### config.mk
export PLATFORM = sky130hd
export DESIGN_NAME = hte_ram
export DESIGN_NICKNAME = d
export VERILOG_FILES = /design/src/rtl/hte_ram.sv
export SDC_FILE = /design/constraint.sdc
export NUM_CORES = 1
export LEC_CHECK = 0
export BUFFER_PORTS_ARGS = -buffer_cell sky130_fd_sc_hd__buf_2
export CORE_MARGIN = 4
export CORE_UTILIZATION = 67
export CTS_CLUSTER_SIZE = 24
export DETAILED_ROUTE_END_ITERATION = 8
export PLACE_DENSITY_LB_ADDON = 0.2
export SYNTH_ARGS = -nofsm -noshare
export SYNTH_HDL_FRONTEND = slang
export SYNTH_SLANG_ARGS = --single-unit
### constraint.sdc
create_clock -name clk -period 4.6 [get_ports clk]
set_input_delay 0.69 -clock clk [delete_from_list [all_inputs] [get_ports clk]]
set_output_delay 0.69 -clock clk [all_outputs]
set_load 0.005 [all_outputs]
### src/rtl/hte_ram.sv
// Generic simple dual-port RAM: one write port, one read port with
// registered read data. No dependencies.
module hte_ram #(
    parameter int WIDTH = 8,
    parameter int DEPTH = 64
) (
    input  logic                     clk,
    input  logic                     we,
    input  logic [$clog2(DEPTH)-1:0] waddr,
    input  logic [WIDTH-1:0]         wdata,
    input  logic                     re,
    input  logic [$clog2(DEPTH)-1:0] raddr,
    output logic [WIDTH-1:0]         rdata
);

    logic [WIDTH-1:0] mem [DEPTH];

    always_ff @(posedge clk)
    begin
        if (we)
        begin
            mem[waddr] <= wdata;
        end
        if (re)
        begin
            rdata <= mem[raddr];
        end
    end

endmodule

==> metrics.cfg <==
[global_route]
antenna_found_initial=2
grt_max_degree=65
grt-ovfl-total=0
grt_pass1_wl_mm=65.8
gr-usage-all-layers=0.272
grt_pass1_vias=10009

[yosys]
synth.area.top_cells=edfxtp_1 (77%), mux4_2 (14%), nor2_1 (1.5%)
yosysMostFrequentCell=edfxtp_1
ys.flop_type=edfxtp_1
ys_types=39
synth_area_mm2=0.0202
syn-num-nets=963
synth_common_cells=edfxtp_1 (520), mux4_2 (126), nor2_1 (83)
ys_seq_area_frac=0.771
synth-seq-cells=520
synth_top_area_frac=0.771
yosys.area.top_type=edfxtp_1
postSynth.asyncResetShare=0
synth.avg_cell_area_um2=21.5
synth_edf_count=520
netlist_instances=940
yosys_warnings=0

[sta]
fmax_mhz=353
relSlewSlack=0.163
fin_skew_ns=0.00837
setup-tns-final_ns=0
fin_crit_ns=2.84
finalCritPeriodShare=0.617
finalWorstSetupSlack_ns=1.76
drv_slew=0
setup_violations=0
hold_viol_final=0
rsz0062_at_grt=false
tightestPinTransition_ns=1.26

[detailed_routing]
drt_pass1_iterations=5
via_per_inst=6.96
vias=9811
drcViolationCount=0
drtIter0Drc=1330
wirelength_mm=43.3
wl_per_cell_um=30.8
ant_nets=0

[clock_tree]
cts_sinks=520
cts_tree=built
root_buffer=clkbuf_16
clk_latency_ns=0.54
clockBufferDepth=3
htree_levels=2
clk_pin_slew_worst_paths_ns=0.06
cts_hold_buf=0
post_cts_resize_count=0
post-cts-setup-buffers=0
numCtsBuffers=49

[layout]
finalNetCount=1007
final_layout_size_suffix_gt1_frac=0.247
post-route-util=0.750
areaGrowthSynthToFinish_pct=10.1

[worst_setup_path]
critPathLaunchType=primary input
endpoint_kind=flop
crit_required_ns=4.87
path_max_fanout=51
criticalPathCategory=in2reg
cp.arrival_ns=3.11

[placed_design]
io_buffers=30
dp_hpwl_mm=25.5
routabilityCongestion=0.816
dpl_worst_slack_ns=1.17

[pwr]
power.density_mw_per_mm2=438
ir_worst_vdd_mv=0.337
total_power_mw=9.76
leakage_nw=6.93

[die]
die_w_um=182
placeableCoreArea_mm2=0.0297
ioPinCount=31
die_area_mm2=0.0331
rows=63
die_y_um=182
start_util=0.681

[run]
maxCapViolCount=0

[worst_hold_path]
hp-class=in2reg

[run_status]
status=completed

[final timing paths]
path,cells past startpoint,startpoint,to,slack [ns]
worst max-delay path,5,raddr[0],rdata[1],1.76
worst max register to register,4,mem[47][1],rdata[1],2.37
worst min-delay path,1,re,rdata[6],0.57
worst min register to register,4,mem[22][0],rdata[0],0.90
[placed cells by master, fill, tap and decap left out, types with 11 or more instances in the layout]
master       n
clkbuf_16   49
edfxtp_1   520
nand2_1     19
buf_2       27
mux2i_1     23
nor2_1      83
buf_4       15
nor2b_1     14
mux2_2      13
nand3_1     13
mux4_2     126
clkinv_1    11
[layer usage]
layer,part of all wire,track usage
met1,0.38,0.401
met5,0.00030,0
met4,0.029,0.0748
met3,0.11,0.0653
met2,0.49,0.422
[worst max-delay path: stages]
cell and delay, ns:
clkbuf_8 0.48, buf_4 0.59, mux2_2 0.44, a221oi_1 0.67
o2bb2ai_1 0.14
[kinds of logic (layout without fill, tap and decap cells)]
group / Yosys count / count (layout) / share of synthesized area
DFF: 520 / 520 / 0.771
muxes: 162 / 162 / 0.159
and+or+nand+nor: 153 / 153 / 0.0337
AOI/OAI and AO/OA: 54 / 54 / 0.0206
buffers and inverters: 51 / 129 / 0.0156
other: 0 / 1 / 0
[sequential cells by signal, indices dropped and copies added, names as in the netlist]
name,cells
mem,512
rdata,8
[layout make-up]
type | instances | area (µm²)
Antenna cell | 1 | 2.50
Clock buffer | 57 | 1260
Clock inverter | 28 | 335
Fill cell | 1583 | 7420
Multi-Input combinational cell | 369 | 4320
Sequential cell | 520 | 15600
Tap cell | 390 | 488
Timing Repair Buffer | 44 | 282
[stage by stage]
stage / cell area, µm² / hold WS [ns] / cells
floorplan: 20200 / 0.789 / 940
global placement: 20700 / 0.877 / 1323
detailed placement: 20700 / 0.878 / 1323
CTS: 22300 / 0.543 / 1408
global route: 22300 / 0.556 / 1409
finish: 22300 / 0.567 / 1409
[where the power goes]
part / switching (mW) / leakage, nW / internal (mW) / total [mW]
clock: 1.63 / 0.771 / 2.39 / 4.02
sequential: 0.0159 / 4.69 / 5.26 / 5.27
combinational: 0.292 / 1.47 / 0.174 / 0.466
total: 1.94 / 6.93 / 7.82 / 9.76
Note: power is estimated with default switching activity, not from simulation.
