## config.mk

```make
export PLATFORM = sky130hd
export DESIGN_NAME = hte_scan
export DESIGN_NICKNAME = d
export VERILOG_FILES = /design/src/rtl/hte_pkg.sv /design/src/rtl/hte_scan.sv
export SDC_FILE = /design/constraint.sdc
export NUM_CORES = 1
export LEC_CHECK = 0
export ABC_AREA = 1
export BUFFER_PORTS_ARGS = -buffer_cell sky130_fd_sc_hd__buf_2
export CORE_UTILIZATION = 37
export DETAILED_ROUTE_END_ITERATION = 8
export PLACE_DENSITY = 0.78
export SKIP_CTS_REPAIR_TIMING = 1
export SLEW_MARGIN = 20
export SYNTH_ARGS = -nofsm -noshare
export SYNTH_HDL_FRONTEND = slang
export SYNTH_SLANG_ARGS = --single-unit
```

## constraint.sdc

```tcl
create_clock -name clk -period 2 [get_ports clk]
set_clock_uncertainty 0.15 [all_clocks]
set_input_delay 0.1 -clock clk [delete_from_list [all_inputs] [get_ports clk]]
set_output_delay 0.1 -clock clk [all_outputs]
set_load 0.05 [all_outputs]
```

## src/rtl/hte_pkg.sv

```systemverilog
// Package for the handle table engine: sizes, entry layout, command and
// state codes, and the control/status records shared by the modules.
// No dependencies.
package hte_pkg;

    localparam int TABLE_SIZE = 64;
    localparam int IDX_W      = $clog2(TABLE_SIZE);
    localparam int SLOT_W     = 8;
    localparam int RES_W      = 6;
    localparam int KIND_W     = 4;
    localparam int OBJ_W      = 64;
    localparam int WORD_W     = 32;
    localparam int META_W     = 64;

    // Table size as an unsigned value one bit wider than the slot field.
    localparam logic [SLOT_W:0] TABLE_LIMIT = (SLOT_W + 1)'(TABLE_SIZE);
    localparam logic [IDX_W-1:0] LAST_IDX   = IDX_W'(TABLE_SIZE - 1);

    typedef enum logic [1:0] {
        CMD_ADD    = 2'd0,
        CMD_REMOVE = 2'd1,
        CMD_GET    = 2'd2,
        CMD_FIND   = 2'd3
    } cmd_e;

    typedef enum logic [1:0] {
        ST_IDLE,
        ST_SCAN,
        ST_DONE
    } state_t;

    typedef struct packed {
        logic [KIND_W-1:0] kind;
        logic [OBJ_W-1:0]  object;
        logic [WORD_W-1:0] rights;
        logic [WORD_W-1:0] flags;
        logic [META_W-1:0] meta;
    } entry_t;

    localparam int ENTRY_W = $bits(entry_t);

    typedef struct packed {
        logic start;
        logic add_mode;
    } scan_ctrl_t;

    typedef struct packed {
        logic             done;
        logic             hit;
        logic [IDX_W-1:0] idx;
    } scan_stat_t;

    // Low RES_W bits of an entry index, zero-extended when the index is narrower.
    function automatic logic [RES_W-1:0] to_res(input logic [IDX_W-1:0] idx);
        logic [IDX_W+RES_W-1:0] wide;
        wide = {{RES_W{1'b0}}, idx};
        return wide[RES_W-1:0];
    endfunction

endpackage

```

## src/rtl/hte_scan.sv

```systemverilog
// Shared scan unit: walks the table one entry per cycle, looking for the
// first free entry or the first valid entry holding an object.
// Depends on hte_pkg.
module hte_scan (
    input  logic                         clk,
    input  logic                         rst_n,
    input  hte_pkg::scan_ctrl_t          ctrl,
    input  logic [hte_pkg::OBJ_W-1:0]    obj,
    input  logic [hte_pkg::TABLE_SIZE-1:0] valid,
    input  logic [hte_pkg::OBJ_W-1:0]    entry_obj,
    output logic                         rd_en,
    output logic [hte_pkg::IDX_W-1:0]    rd_addr,
    output hte_pkg::scan_stat_t          stat
);

    logic                      active_reg;
    logic                      add_reg;
    logic [hte_pkg::IDX_W-1:0] issue_reg;
    logic [hte_pkg::IDX_W-1:0] look_reg;
    logic                      done_reg;
    logic                      hit_reg;
    logic [hte_pkg::IDX_W-1:0] idx_reg;
    logic                      match;
    logic                      last;

    // The address runs one entry ahead of the compare, covering the RAM read latency.
    assign rd_en   = ctrl.start | active_reg;
    assign rd_addr = ctrl.start ? '0 : issue_reg;

    assign last  = (look_reg == hte_pkg::LAST_IDX);
    assign match = add_reg ? !valid[look_reg]
                           : (valid[look_reg] && (entry_obj == obj));

    always_ff @(posedge clk or negedge rst_n)
    begin
        if (!rst_n)
        begin
            active_reg <= 1'b0;
            add_reg    <= 1'b0;
            issue_reg  <= '0;
            look_reg   <= '0;
            done_reg   <= 1'b0;
            hit_reg    <= 1'b0;
            idx_reg    <= '0;
        end
        else
        begin
            done_reg <= 1'b0;
            if (ctrl.start)
            begin
                active_reg <= 1'b1;
                add_reg    <= ctrl.add_mode;
                look_reg   <= '0;
                issue_reg  <= hte_pkg::IDX_W'(1);
            end
            else if (active_reg)
            begin
                if (match || last)
                begin
                    active_reg <= 1'b0;
                    done_reg   <= 1'b1;
                    hit_reg    <= match;
                    idx_reg    <= look_reg;
                end
                else
                begin
                    look_reg  <= issue_reg;
                    issue_reg <= issue_reg + hte_pkg::IDX_W'(1);
                end
            end
        end
    end

    assign stat.done = done_reg;
    assign stat.hit  = hit_reg;
    assign stat.idx  = idx_reg;

endmodule

```

==> impl_metrics.yaml <==
run_status:
  status: "complete, but fails checks"
  violations: "negative setup slack"
power:
  p_leak_nw: 2.72
  power_density_nw_per_um2: 806
  vdd_ir_drop_max_uv: 997
  power.total_mw: 3.48
cells_and_area:
  area_growth_pct: 53.6
  num-nets-final: 959
  layout_common_cells: "224 x nand2_1, 210 x buf_2, 75 x inv_1"
  mostFrequentLayoutCell: "nand2_1"
  fillers: 729
  drive_above_1_share_pct: 35.3
  fin_util_pct: 59.3
routing:
  dr.pass1.iters: 4
  wl_per_cell_um: 11.6
  vias: 4033
  ant_nets: 0
  drc: 0
  vias_per_cell: 4.69
  drtIter0Drc: 126
  routed_wl_um: 10000
critical_path:
  cp.required_ps: 2010
  criticalPathCategory: "reg2reg"
  setup.worst_path.end: "look_reg[0]"
  end_kind: "flop"
  r2r_start: "look_reg[0]"
  cp_max_fo: 6
  cp-start-kind: "flop"
  r2r_slack_ps: -280
  arrival_ps: 2290
  crit_start: "look_reg[0]"
  ff2ff_path_depth: 17
  r2r_end: "look_reg[0]"
worst_hold_path:
  hold_path.class: "in2reg"
global_routing:
  first_global_vias: 3475
  antenna_found_initial: 1
  grt_usage_pct: 22.4
  grt_overflow: 0
  grt_max_degree: 35
  grt_pass1_wl_um: 14100
timing:
  rsz0062_at_grt: "yes"
  fmax_mhz: 439
  fin_ws_ps: -279
  worstMarginPinSlew_ps: 742
  post-route-period-util_pct: 114
  final_max_slew_viol_count: 0
  slew_headroom_pct: 50.5
  finalCriticalPeriod_ps: 2280
  whs_ps: 25.8
  finalSetupViolCount: 21
  finalHoldViolCount: 0
yosys:
  async_reset_ff_share_pct: 100
  synth_cells: 532
  synth_mux_area_share_pct: 0
  synth_top_family_by_area: "simple AND/OR/NAND/NOR gates"
  synthSimpleGateAreaFrac_pct: 53.4
  syn_area_per_cell_um2: 5.29
  synth_xor_area_share_pct: 6.85
  netlist_area_um2: 2810
  synth-seq-area-share_pct: 19.6
  synth-warning-count: 0
  synth.net_count: 729
  synth_edf_count: 0
  ys_ff_latch: 22
  synth.distinct_cells: 26
  synth_compound_area_share_pct: 5.25
  synth_fa_ha_area_share_pct: 0.445
  synth_ff_type: "dfrtp_1"
floorplan:
  core-area_um2: 7290
  io_pins: 211
  die_h_um: 89.2
  die_area_um2: 7960
  rows: 31
  start_util_pct: 38.6
  die_w_um: 89.2
placed_design:
  place_congestion: 0.831
  io_buffers: 210
  dp_slack_ps: -186
  post-dp-hpwl_um: 7820
clock_network:
  root_buffer: "clkbuf_8"
  clock_path_buffers: 2
  clk-insertion-delay-late_ps: 260
  cts_tree: "done"
  clkTransAtPathRegs_ps: 80
  cts_sinks: 22
  htreeDepth: 1
  numCtsBuffers: 3
job:
  drv_cap: 0
[area by class of cell]
class | instances | area [µm²] | area share, %
tap | 99 | 124 | 2.87
antenna | 1 | 2.50 | 0.0579
timing repair inverter | 1 | 11.3 | 0.260
clock buffer | 3 | 41.3 | 0.955
timing repair buffer | 238 | 1340 | 30.9
multi-input combinational | 418 | 1950 | 45.1
inverter | 78 | 305 | 7.06
sequential | 22 | 553 | 12.8
[worst min-delay path by stage]
stage,startpoint,end,slack (ps),cells after the start
5_1_grt,ctrl[1],add_reg,70,3
3_5_place_dp,rst_n,issue_reg[3],-60,1
2_1_floorplan,rst_n,active_reg,-350,0
6_report,ctrl[1],add_reg,30,2
4_1_cts,rst_n,issue_reg[3],-350,1
3_3_place_gp,rst_n,issue_reg[3],-70,1
[metrics by stage]
stage,area (µm²),setup TNS [ps],cells
2_1_floorplan,2810,0,532
3_3_place_gp,4000,-1930,840
3_5_place_dp,4000,-2820,840
4_1_cts,4040,-3240,843
5_1_grt,4320,-7390,860
6_report,4320,-4550,860
[per-layer routing]
layer | up-vias | share of wire [%] | GRT usage [%]
met3 | 24 | 7.2 | 2.77
li1 | 2084 | - | -
met1 | 1766 | 38 | 23.5
met5 | - | 0 | 0
met2 | 159 | 52 | 44.3
met4 | 0 | 2.7 | 9.38
[kinds of logic (layout without fill, tap and decap cells)]
| kind of cell | count (synthesis) | count (layout) |
|---|---|---|
| adder cells (fa/ha/maj) | 1 | 1 |
| other | 0 | 1 |
| AND/OR/NAND/NOR | 364 | 366 |
| AO/OA/AOI/OAI | 29 | 29 |
| XOR/XNOR | 22 | 22 |
| flip-flops | 22 | 22 |
| buffers and inverters | 94 | 320 |
[synthesized netlist by cell type (2+ instances only)]
cell type | instances | area (µm²)
buf_4 | 7 | 52.6
inv_2 | 2 | 7.51
nand2_1 | 229 | 860
dfrtp_1 | 22 | 551
nor2_1 | 62 | 233
a31oi_1 | 2 | 12.5
nand3_1 | 51 | 255
xnor2_1 | 11 | 96.3
xor2_1 | 11 | 96.3
or2_2 | 2 | 12.5
o21ai_0 | 16 | 80.1
buf_2 | 3 | 15.0
clkbuf_1 | 3 | 11.3
inv_1 | 75 | 282
nor3_1 | 3 | 15.0
a21oi_1 | 11 | 55.1
nand2_2 | 3 | 18.8
nand4_1 | 9 | 56.3
buf_6 | 3 | 33.8
[critical path, stage by stage (launching register included)]
cell and delay (ps):
dfrtp_2 520, clkinv_8 100, buf_6 130, nand2_1 50, nand2_1 80, a21oi_2 150, nand3_1 80, nand2_1 80
nand2_1 50, nand2_1 60, inv_2 40, nand2_1 70, nand2_2 70, nand2_4 80, nand3_4 140, buf_4 190
nand3_1 60, nand2_1 70
[where the power goes]
group	switching [mW]	leakage, nW	internal [mW]
combinational	1.44	2.41	1.06
clock	0.138	0.0216	0.134
sequential	0.158	0.288	0.559
total	1.73	2.72	1.75
No activity file was read; power rests on OpenSTA's default activity.
